<file path="src/pts_pkg.sv">
package pts_pkg;

   localparam int COUNT_WIDTH   = 16;
   localparam int ELAPSED_WIDTH = 32;

   // register field widths
   localparam int WINDOW_W = 16;
   localparam int PPR_W    = 8;
   localparam int DIST_W   = 10;
   localparam int RPM_W    = 16;
   localparam int SPEED_W  = 16;

   // constant operands
   localparam int TICKS_PER_MIN_W = 16;
   localparam int TICKS_PER_MIN   = 60000;
   localparam int KMH_DIVISOR     = 10000;
   localparam int DIST6_W         = DIST_W + 3;

   // widths of the serial datapath
   localparam int SPEED_PROD_W = RPM_W + DIST6_W;
   localparam int NUM_W = (COUNT_WIDTH + TICKS_PER_MIN_W > SPEED_PROD_W) ?
                          COUNT_WIDTH + TICKS_PER_MIN_W : SPEED_PROD_W;
   localparam int MPL_W = (COUNT_WIDTH > DIST6_W) ? COUNT_WIDTH : DIST6_W;
   localparam int DEN_W = ELAPSED_WIDTH + PPR_W;
   localparam int STEP_W = $clog2(NUM_W);

   // configuration register indexes
   localparam int CSR_INDEX_W = 2;
   localparam logic [CSR_INDEX_W-1:0] CSR_WINDOW_MS      = 2'd0;
   localparam logic [CSR_INDEX_W-1:0] CSR_PULSES_PER_REV = 2'd1;
   localparam logic [CSR_INDEX_W-1:0] CSR_DIST_PER_REV   = 2'd2;
   localparam int CSR_DATA_W = 16;

   // reset values of the registers
   localparam logic [WINDOW_W-1:0] WINDOW_RESET = 16'd1000;
   localparam logic [PPR_W-1:0]    PPR_RESET    = 8'd20;
   localparam logic [DIST_W-1:0]   DIST_RESET   = 10'd136;

   // item kinds
   localparam logic OP_TICK = 1'b0;
   localparam logic OP_EDGE = 1'b1;

   // commands from the sequencer to the serial arithmetic unit
   typedef struct packed {
      logic mul_load;
      logic mul_step;
      logic div_load;
      logic div_step;
   } ctrl_type;

endpackage

</file>
<file path="src/pts_muldiv.sv">
// shift-add multiplier pair feeding a restoring divider, one bit per step
module pts_muldiv (
   input  logic                       clock,
   input  pts_pkg::ctrl_type          ctrl,
   input  logic [pts_pkg::NUM_W-1:0]  num_mcand,
   input  logic [pts_pkg::MPL_W-1:0]  num_mplier,
   input  logic [pts_pkg::DEN_W-1:0]  den_mcand,
   input  logic [pts_pkg::PPR_W-1:0]  den_mplier,
   output logic [pts_pkg::NUM_W-1:0]  quotient
);

   logic [pts_pkg::NUM_W-1:0] acc_ff, acc_in;
   logic [pts_pkg::NUM_W-1:0] mcand_ff, mcand_in;
   logic [pts_pkg::MPL_W-1:0] mplier_ff, mplier_in;
   logic [pts_pkg::DEN_W-1:0] dacc_ff, dacc_in;
   logic [pts_pkg::DEN_W-1:0] dmcand_ff, dmcand_in;
   logic [pts_pkg::PPR_W-1:0] dmplier_ff, dmplier_in;
   logic [pts_pkg::DEN_W-1:0] rem_ff, rem_in;
   logic [pts_pkg::NUM_W-1:0] quo_ff, quo_in;
   logic [pts_pkg::DEN_W:0]   trial;
   logic [pts_pkg::DEN_W:0]   diff;

   // partial remainder with the next numerator bit shifted in
   assign trial = {rem_ff, quo_ff[pts_pkg::NUM_W-1]};
   assign diff  = trial - {1'b0, dacc_ff};

   always_comb begin
      acc_in     = acc_ff;
      mcand_in   = mcand_ff;
      mplier_in  = mplier_ff;
      dacc_in    = dacc_ff;
      dmcand_in  = dmcand_ff;
      dmplier_in = dmplier_ff;
      rem_in     = rem_ff;
      quo_in     = quo_ff;
      if (ctrl.mul_load) begin
         acc_in     = '0;
         mcand_in   = num_mcand;
         mplier_in  = num_mplier;
         dacc_in    = '0;
         dmcand_in  = den_mcand;
         dmplier_in = den_mplier;
      end else if (ctrl.mul_step) begin
         if (mplier_ff[0]) begin
            acc_in = acc_ff + mcand_ff;
         end
         if (dmplier_ff[0]) begin
            dacc_in = dacc_ff + dmcand_ff;
         end
         mcand_in   = {mcand_ff[pts_pkg::NUM_W-2:0], 1'b0};
         mplier_in  = {1'b0, mplier_ff[pts_pkg::MPL_W-1:1]};
         dmcand_in  = {dmcand_ff[pts_pkg::DEN_W-2:0], 1'b0};
         dmplier_in = {1'b0, dmplier_ff[pts_pkg::PPR_W-1:1]};
      end
      if (ctrl.div_load) begin
         rem_in = '0;
         quo_in = acc_ff;
      end else if (ctrl.div_step) begin
         // a zero divisor always subtracts, giving an all-ones quotient
         if (!diff[pts_pkg::DEN_W]) begin
            rem_in = diff[pts_pkg::DEN_W-1:0];
            quo_in = {quo_ff[pts_pkg::NUM_W-2:0], 1'b1};
         end else begin
            rem_in = trial[pts_pkg::DEN_W-1:0];
            quo_in = {quo_ff[pts_pkg::NUM_W-2:0], 1'b0};
         end
      end
   end

   always_ff @(posedge clock) begin
      acc_ff     <= acc_in;
      mcand_ff   <= mcand_in;
      mplier_ff  <= mplier_in;
      dacc_ff    <= dacc_in;
      dmcand_ff  <= dmcand_in;
      dmplier_ff <= dmplier_in;
      rem_ff     <= rem_in;
      quo_ff     <= quo_in;
   end

   assign quotient = quo_ff;

endmodule

</file>
<file path="src/pulse_tachometer_speedometer_core.sv">
// timing: a transaction that does not close a window finishes in the cycle it is accepted
// a closing tick gives its result after an rpm and then a speed multiply-divide pass
// throughput: one transaction per cycle, except that while a window result is being
// computed no transaction is taken; the bit-serial multiply and divide set that time,
// and a stalled result stream holds the block in its last step
// reset: synchronous, active high; clears both counts, the sequencer and the output valid
// flag, and loads window 1000, 20 pulses per rev and 136 cm per rev
module pulse_tachometer_speedometer_core (
   input  logic        clock,
   input  logic        reset,
   // input stream
   input  logic        req_tvalid,
   output logic        req_tready,
   input  logic [7:0]  req_tdata,   // [2:0] sensor_levels, [7:3] zero
   input  logic        req_tuser,   // operation
   // result stream
   output logic        rsp_tvalid,
   input  logic        rsp_tready,
   output logic [31:0] rsp_tdata,   // [15:0] rev_per_minute, [31:16] speed_kmh
   // configuration writes
   input  logic        csr_valid,
   output logic        csr_ready,
   input  logic [pts_pkg::CSR_INDEX_W-1:0] csr_index,
   input  logic [pts_pkg::CSR_DATA_W-1:0]  csr_data
);

   typedef enum logic [5:0] {
      ST_IDLE  = 6'b000001,  // accepting transactions
      ST_MUL   = 6'b000010,  // shift-add products
      ST_DLOAD = 6'b000100,  // numerator into the divider
      ST_DIV   = 6'b001000,  // restoring division
      ST_NEXT  = 6'b010000,  // rpm done, set up the speed product
      ST_OUT   = 6'b100000   // hand the result to the output register
   } state_type;

   state_type state_ff, state_in;

   // configuration registers
   logic [pts_pkg::WINDOW_W-1:0] window_ff, window_in;
   logic [pts_pkg::PPR_W-1:0]    ppr_ff, ppr_in;
   logic [pts_pkg::DIST_W-1:0]   dist_ff, dist_in;

   // measurement state
   logic [pts_pkg::COUNT_WIDTH-1:0]   count_ff, count_in;
   logic [pts_pkg::ELAPSED_WIDTH-1:0] elapsed_ff, elapsed_in;
   logic [pts_pkg::ELAPSED_WIDTH-1:0] elapsed_next;

   // sequencer
   logic [pts_pkg::STEP_W-1:0] step_ff, step_in;
   logic                       phase_ff, phase_in;   // 0 rpm pass, 1 speed pass
   logic [pts_pkg::RPM_W-1:0]  rpm_ff, rpm_in;
   logic [pts_pkg::RPM_W-1:0]  rpm_sat;

   // output register
   logic                       rsp_valid_ff, rsp_valid_in;
   logic [31:0]                rsp_data_ff, rsp_data_in;

   // serial unit hookup
   pts_pkg::ctrl_type          ctrl;
   logic [pts_pkg::NUM_W-1:0]  num_mcand;
   logic [pts_pkg::MPL_W-1:0]  num_mplier;
   logic [pts_pkg::DEN_W-1:0]  den_mcand;
   logic [pts_pkg::PPR_W-1:0]  den_mplier;
   logic [pts_pkg::NUM_W-1:0]  quotient;
   logic [pts_pkg::DIST6_W-1:0] dist6;

   logic accept;
   logic edge_ok;
   logic emit;
   logic out_free;

   localparam logic [pts_pkg::STEP_W-1:0] MUL_LAST = pts_pkg::STEP_W'(pts_pkg::MPL_W - 1);
   localparam logic [pts_pkg::STEP_W-1:0] DIV_LAST = pts_pkg::STEP_W'(pts_pkg::NUM_W - 1);

   assign req_tready = state_ff == ST_IDLE;
   assign csr_ready  = 1'b1;
   assign accept     = req_tvalid && req_tready;

   // active low levels: hall asserted and exactly one phase asserted
   assign edge_ok = !req_tdata[0] && (req_tdata[1] != req_tdata[2]);

   assign elapsed_next = (elapsed_ff == '1) ? elapsed_ff : elapsed_ff + 1'b1;

   // a tick closes the window once enough time has passed and something was counted
   assign emit = accept && (req_tuser == pts_pkg::OP_TICK) &&
                 (elapsed_next >= {{(pts_pkg::ELAPSED_WIDTH - pts_pkg::WINDOW_W){1'b0}},
                                   window_ff}) &&
                 (count_ff != '0);

   // rpm saturates when the quotient spills above 16 bits
   assign rpm_sat = (quotient[pts_pkg::NUM_W-1:pts_pkg::RPM_W] != '0) ?
                    '1 : quotient[pts_pkg::RPM_W-1:0];

   // distance times six, as 4x + 2x
   assign dist6 = ({3'b000, dist_ff} << 2) + ({3'b000, dist_ff} << 1);

   assign out_free = !rsp_valid_ff || rsp_tready;

   // operands: count*60000 over elapsed*ppr, then rpm*dist*6 over 10000
   always_comb begin
      if (state_ff == ST_NEXT) begin
         num_mcand  = {{(pts_pkg::NUM_W - pts_pkg::RPM_W){1'b0}}, rpm_sat};
         num_mplier = {{(pts_pkg::MPL_W - pts_pkg::DIST6_W){1'b0}}, dist6};
         den_mcand  = pts_pkg::DEN_W'(pts_pkg::KMH_DIVISOR);
         den_mplier = pts_pkg::PPR_W'(1);
      end else begin
         num_mcand  = pts_pkg::NUM_W'(pts_pkg::TICKS_PER_MIN);
         num_mplier = {{(pts_pkg::MPL_W - pts_pkg::COUNT_WIDTH){1'b0}}, count_ff};
         den_mcand  = {{pts_pkg::PPR_W{1'b0}}, elapsed_next};
         den_mplier = ppr_ff;
      end
   end

   always_comb begin
      state_in     = state_ff;
      window_in    = window_ff;
      ppr_in       = ppr_ff;
      dist_in      = dist_ff;
      count_in     = count_ff;
      elapsed_in   = elapsed_ff;
      step_in      = step_ff;
      phase_in     = phase_ff;
      rpm_in       = rpm_ff;
      rsp_valid_in = rsp_valid_ff;
      rsp_data_in  = rsp_data_ff;
      ctrl         = '0;

      if (rsp_valid_ff && rsp_tready) begin
         rsp_valid_in = 1'b0;
      end

      if (csr_valid && csr_ready) begin
         case (csr_index)
            pts_pkg::CSR_WINDOW_MS:      window_in = csr_data[pts_pkg::WINDOW_W-1:0];
            pts_pkg::CSR_PULSES_PER_REV: ppr_in    = csr_data[pts_pkg::PPR_W-1:0];
            pts_pkg::CSR_DIST_PER_REV:   dist_in   = csr_data[pts_pkg::DIST_W-1:0];
            default: ;
         endcase
      end

      case (state_ff)
         ST_IDLE: begin
            if (accept) begin
               if (req_tuser == pts_pkg::OP_EDGE) begin
                  if (edge_ok && count_ff != '1) begin
                     count_in = count_ff + 1'b1;
                  end
               end else if (emit) begin
                  // operands are latched in the serial unit, so the counts restart now
                  ctrl.mul_load = 1'b1;
                  count_in      = '0;
                  elapsed_in    = '0;
                  step_in       = '0;
                  phase_in      = 1'b0;
                  state_in      = ST_MUL;
               end else begin
                  elapsed_in = elapsed_next;
               end
            end
         end
         ST_MUL: begin
            ctrl.mul_step = 1'b1;
            step_in       = step_ff + 1'b1;
            if (step_ff == MUL_LAST) begin
               state_in = ST_DLOAD;
            end
         end
         ST_DLOAD: begin
            ctrl.div_load = 1'b1;
            step_in       = '0;
            state_in      = ST_DIV;
         end
         ST_DIV: begin
            ctrl.div_step = 1'b1;
            step_in       = step_ff + 1'b1;
            if (step_ff == DIV_LAST) begin
               state_in = phase_ff ? ST_OUT : ST_NEXT;
            end
         end
         ST_NEXT: begin
            rpm_in        = rpm_sat;
            ctrl.mul_load = 1'b1;
            step_in       = '0;
            phase_in      = 1'b1;
            state_in      = ST_MUL;
         end
         ST_OUT: begin
            // speed always fits in 16 bits
            if (out_free) begin
               rsp_valid_in = 1'b1;
               rsp_data_in  = {quotient[pts_pkg::SPEED_W-1:0], rpm_ff};
               state_in     = ST_IDLE;
            end
         end
         default: begin
            state_in = ST_IDLE;
         end
      endcase
   end

   always_ff @(posedge clock) begin
      if (reset) begin
         state_ff     <= ST_IDLE;
         window_ff    <= pts_pkg::WINDOW_RESET;
         ppr_ff       <= pts_pkg::PPR_RESET;
         dist_ff      <= pts_pkg::DIST_RESET;
         count_ff     <= '0;
         elapsed_ff   <= '0;
         step_ff      <= '0;
         phase_ff     <= 1'b0;
         rsp_valid_ff <= 1'b0;
      end else begin
         state_ff     <= state_in;
         window_ff    <= window_in;
         ppr_ff       <= ppr_in;
         dist_ff      <= dist_in;
         count_ff     <= count_in;
         elapsed_ff   <= elapsed_in;
         step_ff      <= step_in;
         phase_ff     <= phase_in;
         rsp_valid_ff <= rsp_valid_in;
      end
   end

   always_ff @(posedge clock) begin
      rpm_ff      <= rpm_in;
      rsp_data_ff <= rsp_data_in;
   end

   pts_muldiv u_muldiv (
      .clock      (clock),
      .ctrl       (ctrl),
      .num_mcand  (num_mcand),
      .num_mplier (num_mplier),
      .den_mcand  (den_mcand),
      .den_mplier (den_mplier),
      .quotient   (quotient)
   );

   assign rsp_tvalid = rsp_valid_ff;
   assign rsp_tdata  = rsp_data_ff;

endmodule
</file>
<file path="config.mk">
export PLATFORM = sky130hd
export DESIGN_NAME = pulse_tachometer_speedometer_core
export DESIGN_NICKNAME = d
export VERILOG_FILES = /design/src/pts_pkg.sv /design/src/pts_muldiv.sv /design/src/pulse_tachometer_speedometer_core.sv
export SDC_FILE = /design/constraint.sdc
export NUM_CORES = 1
export LEC_CHECK = 0
export BUFFER_PORTS_ARGS = -buffer_cell sky130_fd_sc_hd__buf_2
export CORE_MARGIN = 5
export CORE_UTILIZATION = 45
export DETAILED_ROUTE_END_ITERATION = 16
export PLACE_DENSITY_LB_ADDON = 0.3
export SLEW_MARGIN = 20
export SYNTH_ARGS = -nofsm -noshare
export SYNTH_HDL_FRONTEND = slang
export SYNTH_SLANG_ARGS = --single-unit
</file>
<file path="constraint.sdc">
create_clock -name clock -period 11.9 [get_ports clock]
set_input_delay 2.38 -clock clock [delete_from_list [all_inputs] [get_ports clock]]
set_output_delay 2.38 -clock clock [all_outputs]
set_load 0.05 [all_outputs]
</file>
After elaboration in Yosys (flattened, before gate mapping):

Index checks and enable logic that the tools add are counted.

* input port bits: 32
* bits in registers: 383
* bits in latches: 0
* logic and storage cells: 127
* memory bits (writable): 0
* memories: 0
* output and inout port bits: 35
* ROM bits: 0

* add/subtract/negate cells: 7
* muxes and demuxes: 48
* order comparisons: 1
* divide/modulo/power cells: 0
* $mul: 0
* bitwise operators: 1
* shift operators: 0
* eq/ne operators: 20
* reduce and logical (&&, ||, !) cells: 31

Operators by type and width (number)
* 2-to-1 mux 32 bit: 7
* 2-to-1 mux 16 bit: 8
* 2-to-1 mux 40 bit: 3
* 2-to-1 mux 6 bit: 7
* subtractor 41 x 40 -> 41 bit: 1
* adder 40 bit: 1
* one-hot mux 6 bit (6 select lines): 1
* adder 32 x 1 -> 32 bit, second input constant: 1
* adder 32 bit: 1
* == test 32 bit, second input constant: 1
* >= comparator 32 x 16 -> 1 bit: 1
* nonzero test 16 bit: 2
* 2-to-1 mux 8 bit: 3
* adder 16 x 1 -> 16 bit, second input constant: 1
* != test 16 bit, second input constant: 1
* 2-to-1 mux 5 bit: 3
* one-hot mux 5 bit (3 select lines): 1
* adder 12 x 11 -> 13 bit: 1
* 2-to-1 mux 1 bit: 13
* AND reduction 2 bit: 6
* AND reduction 4 bit: 3
* != test 2 bit, second input constant: 4
* nonzero test 2 bit: 4
* logical AND 1 bit: 7
* 22 further kinds: 27

Longest topological paths before layout:

* depth in word-level cells: 10
* depth in mapped cells: 22
* depth with buffers taken out: 20

Hierarchy:

A second synthesis with hierarchy kept.

* cell total of the unflattened synthesis: 2485
* area total of the unflattened synthesis: 23208.5 sq um

Modules (own cells, without submodules)
* pts_muldiv: instances 1, cells each 1590, area each 15421.0 sq um, seq. area each 6085.8 sq um
* pulse_tachometer_speedometer_core: instances 1, cells each 895, area each 7787.5 sq um, seq. area each 3343.2 sq um

Worst setup path after synthesis:

OpenSTA, ideal clock, no wires.

* kind: register -> register
* start: reg elapsed_ff[0] (netlist bit)
* end: reg u_muldiv.dmcand_ff[0] (netlist bit), enable pin
* arrival: 5.800 ns
* period minus slack after synthesis: 6.940 ns
* stages on the path, launching flop included: 21
* data required time: 10.760 ns
* path buffers: 3
* setup time: 1.140 ns
* slack: 4.960 ns
* cell sequence: dfxtp_1 -> ha_1 -> nand3_1 -> nor3_4 -> and3_1 -> and2_1 -> or3_1 -> nor2_1 -> xor2_1 -> ha_1 -> a21o_1 -> a211o_1 -> a31oi_1 -> nor3_1 -> a21oi_1 -> nand3_1 -> o21ai_2 -> buf_4 -> buf_4 -> buf_2 -> nand3_1

* cells in the longest elaborated chain, start to end: 10
* elaborated cells between the ends (all ways): 11
* classes of those cells: add/sub: 1; order compare: 1; eq/ne: 1; mux: 5; reduce/logical: 3

Ends and longest elaborated chain
* from (decl): RTL line pulse_tachometer_speedometer_core.sv:45 `logic [pts_pkg::ELAPSED_WIDTH-1:0] elapsed_ff, elapsed_in;`
* from (signal assigned): RTL line pulse_tachometer_speedometer_core.sv:218 `elapsed_ff <= elapsed_in;`
* adder 32 x 1 -> 32 bit or == test 32 bit (tied branches): RTL line pulse_tachometer_speedometer_core.sv:82 `assign elapsed_next = (elapsed_ff == '1) ? elapsed_ff : elapsed_ff + 1'b1;`
* 2-to-1 mux 32 bit *: RTL line pulse_tachometer_speedometer_core.sv:82
* >= comparator 32 x 16 -> 1 bit *: RTL line pulse_tachometer_speedometer_core.sv:86 `(elapsed_next >= {{(pts_pkg::ELAPSED_WIDTH - pts_pkg::WINDOW_W){1'b0}},`
* logical AND 1 bit *: RTL line pulse_tachometer_speedometer_core.sv:85 `assign emit = accept && (req_tuser == pts_pkg::OP_TICK) &&`
* logical AND 1 bit *: RTL line pulse_tachometer_speedometer_core.sv:87 `window_ff}) &&`
* 2-to-1 mux 1 bit *: RTL line pulse_tachometer_speedometer_core.sv:148 `end else if (emit) begin`
* 2-to-1 mux 1 bit *: RTL line pulse_tachometer_speedometer_core.sv:144 `if (req_tuser == pts_pkg::OP_EDGE) begin`
* 2-to-1 mux 1 bit *: RTL line pulse_tachometer_speedometer_core.sv:143 `if (accept) begin`
* one-hot mux 1 bit (2 select lines) *: RTL line pulse_tachometer_speedometer_core.sv:141 `case (state_ff)`
* nonzero test 2 bit (no line) *
* to (signal assigned): RTL line pts_muldiv.sv:75 `dmcand_ff <= dmcand_in;`
* to (decl): RTL line pts_muldiv.sv:16 `logic [pts_pkg::DEN_W-1:0] dmcand_ff, dmcand_in;`

Every way passes the cells marked *; elsewhere a longest branch is shown, timed or not.
A chain may end at the register's enable or synchronous reset.

Worst setup path in the final report:

* start: reg elapsed_ff[17] (netlist bit)
* end: reg count_ff[15] (netlist bit)

* cells in the longest elaborated chain, start to end: 7
* elaborated cells between the ends (all ways): 8
* classes of those cells: add/sub: 1; order compare: 1; eq/ne: 1; mux: 1; reduce/logical: 4

Ends and longest elaborated chain
* adder 32 x 1 -> 32 bit or == test 32 bit (tied branches): RTL line pulse_tachometer_speedometer_core.sv:82
* 2-to-1 mux 32 bit *: RTL line pulse_tachometer_speedometer_core.sv:82
* >= comparator 32 x 16 -> 1 bit *: RTL line pulse_tachometer_speedometer_core.sv:86
* logical AND 1 bit *: RTL line pulse_tachometer_speedometer_core.sv:85
* logical AND 1 bit *: RTL line pulse_tachometer_speedometer_core.sv:87
* nonzero test 2 bit (no line) *
* AND reduction 4 bit (no line) *
* to (signal assigned): RTL line pulse_tachometer_speedometer_core.sv:217 `count_ff <= count_in;`
* to (decl): RTL line pulse_tachometer_speedometer_core.sv:44 `logic [pts_pkg::COUNT_WIDTH-1:0] count_ff, count_in;`

Marks and branches as above.

==> out/results.ini <==
[timing]
setup_violations=0
skew_ns=0.02313
fin_ws_ns=5.505
rsz0062_at_grt=no
hold_violations=0
max_freq_ghz=0.1564
period_needed_ns=6.395
slew_headroom_pct=29.81
worst_pin_slew_ns=1.053
finalMaxSlewViolations=0
fin_crit_sh_pct=53.74
setup_tns_ns=0

[clock_network]
hold_buffers=0
cts_buffer_depth=3
root_buffer=clkbuf_16
clock_latency_ns=0.58
cts_made_buffers=43
cts_setup_buffers=0
clk_pin_slew_ns=0.06
cts_tree=built
ctsHtreeMaxLevel=2
clock_sinks=383
ctsResizeCount=0

[detailed_routing]
post_drt_wl_per_cell_microns=16.24
postRouteAntennaNets=0
via_per_inst=5.535
drt_wl_total_microns=51070
first_pass_iters=5
drt_iter0_markers=1163
drc=0
vias=17410

[logic_synthesis]
synth-async-reset-ratio_pct=0
yosys.area.top_type=edfxtp_1
synth_cell_type_count=92
netlist_area_sq_um=22390
synth_seq_cells=383
synth_top_cell_area_share_pct=23.61
avgSynthCellArea_sq_um=9.174
synth_ff_type=dfxtp_1
syn_inst=2440
yosys-top-cells-area=edfxtp_1, dfxtp_1, ha_1
yosysSeqAreaShare_pct=42.12
syn_nets=2619
yosysWarnings=0
synth_edf_count=176

[outcome]
status=finished clean

[place]
place_area_sq_um=23160
gp_congestion=0.8807
dp_slack_ns=5.203
place_hpwl_microns=35560
portBuffers=60

[floorplan]
ios=67
die_x_microns=233.0
rows=81
fp.coreArea_sq_um=49050
dieArea_sq_um=54310
start_util_pct=45.64
die_h_microns=233.0

[power]
seq_power_share_pct=49.3
p_sw_share_pct=20.89
total_leakage_power_nw=10.25
switching_power_uw=581.9
pwr-share-comb_pct=1.6
internal-power_mw=2.203
peakVddDrop_uv=105.7
p_clk_share_pct=49.1
p_per_area_nw_per_um2=113.2

[critical_path]
reg2reg_slack_ns=5.51
startpoint_type=register
worst_r2r_path_depth=18
path_class=reg -> reg
path_max_fanout=100
r2r_end=count_ff[15]
worstPathArrival_ns=6.88
r2r_start=elapsed_ff[17]
end_kind=register
cp.required_ns=12.39

[final_layout]
fin_nets=2625
final_common_cell=nand2_1
drive_above_1_share_pct=9.674
fin_area_sq_um=24610
num_antenna_cells=0
area_delta_synth_final_pct=9.944
n_fill_cell=4552
final_util_pct=50.17
final_cell_mix=nand2_1, a21oi_1, dfxtp_1

[hold_path]
hold_path.class=reg -> reg
holdPathEnd=rsp_tdata[9]
hp-start=rpm_ff[9]
min_path_cells=0

[global_route]
grt_max_degree=101
track_usage_pct=18.62
grt_pass1_vias=16690
grt_pass1_wl_microns=84850
grt_overflow=0
antenna_found_initial=0

[flow_run]
max_cap_viol_count=0

cell usage after synthesis, drive strengths merged, types with 5 or more instances:
| library cell | n |
|---|---|
| and4 | 5 |
| o21bai | 18 |
| o22a | 8 |
| and3 | 54 |
| nand2 | 248 |
| xnor2 | 87 |
| a2111oi | 5 |
| a21o | 79 |
| a211oi | 20 |
| xor2 | 56 |
| mux2i | 62 |
| a31o | 5 |
| nor2 | 206 |
| or3 | 19 |
| o21ai | 148 |
| o211ai | 7 |
| nor3b | 13 |
| a21boi | 6 |
| clkbuf | 75 |
| inv | 113 |
| nand4 | 28 |
| ha | 143 |
| nor3 | 33 |
| edfxtp | 176 |
| o31ai | 12 |
| o21a | 21 |
| nand3 | 93 |
| or2 | 27 |
| nor2b | 23 |
| a21oi | 220 |
| o22ai | 10 |
| a31oi | 14 |
| mux2 | 34 |
| and2 | 18 |
| dfxtp | 207 |
| buf | 39 |
| nor4 | 15 |
| nand3b | 10 |
| nand2b | 21 |
| a211o | 12 |
power by group through the flow:
stage	Clock, mW	Combinational [mW]	Sequential [mW]
finish	1.37	0.0450	1.37
global route	1.46	0.0509	1.37
CTS	1.40	0.0453	1.37
detailed placement	0	0.0448	1.40
global placement	0	0.0439	1.40
floorplan	0	0.0308	1.40
critical path: stages (launching register included):
cell and delay, ns:
dfxtp_1 0.57, nand2_1 0.17, nor2_1 0.41, and3_1 0.29
and2_1 0.22, or3_1 0.18, nor2_1 0.06, xor2_1 0.30
ha_1 0.31, a21o_1 0.18, a211o_1 0.30, a31oi_1 0.16
nor3_1 0.06, a21oi_1 0.27, nand3_1 0.21, o21ai_4 0.84
buf_4 0.87, nand2b_2 0.59, a21oi_1 0.26
kinds of logic (layout without fill, tap and decap cells):
family | after synthesis | in the layout | share of synthesized area [%]
and+or+nand+nor | 822 | 822 | 17.72
muxes | 96 | 96 | 4.499
DFF | 383 | 383 | 42.12
adders and majority gates | 147 | 147 | 8.351
buffers and inverters | 228 | 269 | 4.192
AOI/OAI and AO/OA | 620 | 620 | 17.42
xor gates and xnor gates | 143 | 143 | 5.679
other | 1 | 1 | 0.01675
area by class of cell:
class / count / area, sq um / area share (%)
Inverter: 114 / 427.9 / 1.739
Sequential cell: 383 / 9429 / 38.31
Timing Repair Buffer: 75 / 412.9 / 1.678
Multi-Input combinational cell: 1829 / 12060 / 48.99
Tap cell: 664 / 830.8 / 3.376
Clock buffer: 63 / 1245 / 5.058
Clock inverter: 17 / 207.7 / 0.8439
sequential cells by signal (all words and copies together) (netlist names), 32 cells and up:
| register | cells |
|---|---|
| elapsed_ff | 32 |
| rsp_tdata | 32 |
| u_muldiv.acc_ff | 32 |
| u_muldiv.dacc_ff | 40 |
| u_muldiv.dmcand_ff | 40 |
| u_muldiv.mcand_ff | 32 |
| u_muldiv.quotient | 32 |
| u_muldiv.rem_ff | 40 |
metal layers:
metal / track usage [%] / up-vias / routed length (microns)
met5: 0 / - / 0
met4: 4.984 / 0 / 1146
met3: 3.124 / 78 / 2380
met2: 29.75 / 347 / 22770
met1: 26.31 / 8208 / 24770
li1: - / 8775 / -
worst max-delay path by stage:
stage,end,slack [ns],cells past startpoint,from
5_1_grt,count_ff[7],4.95,18,elapsed_ff[7]
4_1_cts,count_ff[7],5.15,19,elapsed_ff[0]
3_3_place_gp,count_ff[7],5.22,19,elapsed_ff[0]
2_1_floorplan,u_muldiv.dmcand_ff[0],4.96,20,elapsed_ff[0]
3_5_place_dp,count_ff[15],5.20,19,elapsed_ff[0]
6_report,count_ff[15],5.51,18,elapsed_ff[17]
metrics by stage:
stage / instances / total power, mW / hold WS, ns
after floorplan: 2440 / 1.431 / 0.4003
after global placement: 3065 / 1.445 / 0.4036
after detailed placement: 3065 / 1.446 / 0.4045
after CTS: 3145 / 2.821 / 0.4125
after global routing: 3145 / 2.885 / 0.4244
final: 3145 / 2.785 / 0.4169
Note: power is estimated with default switching activity, not from simulation.
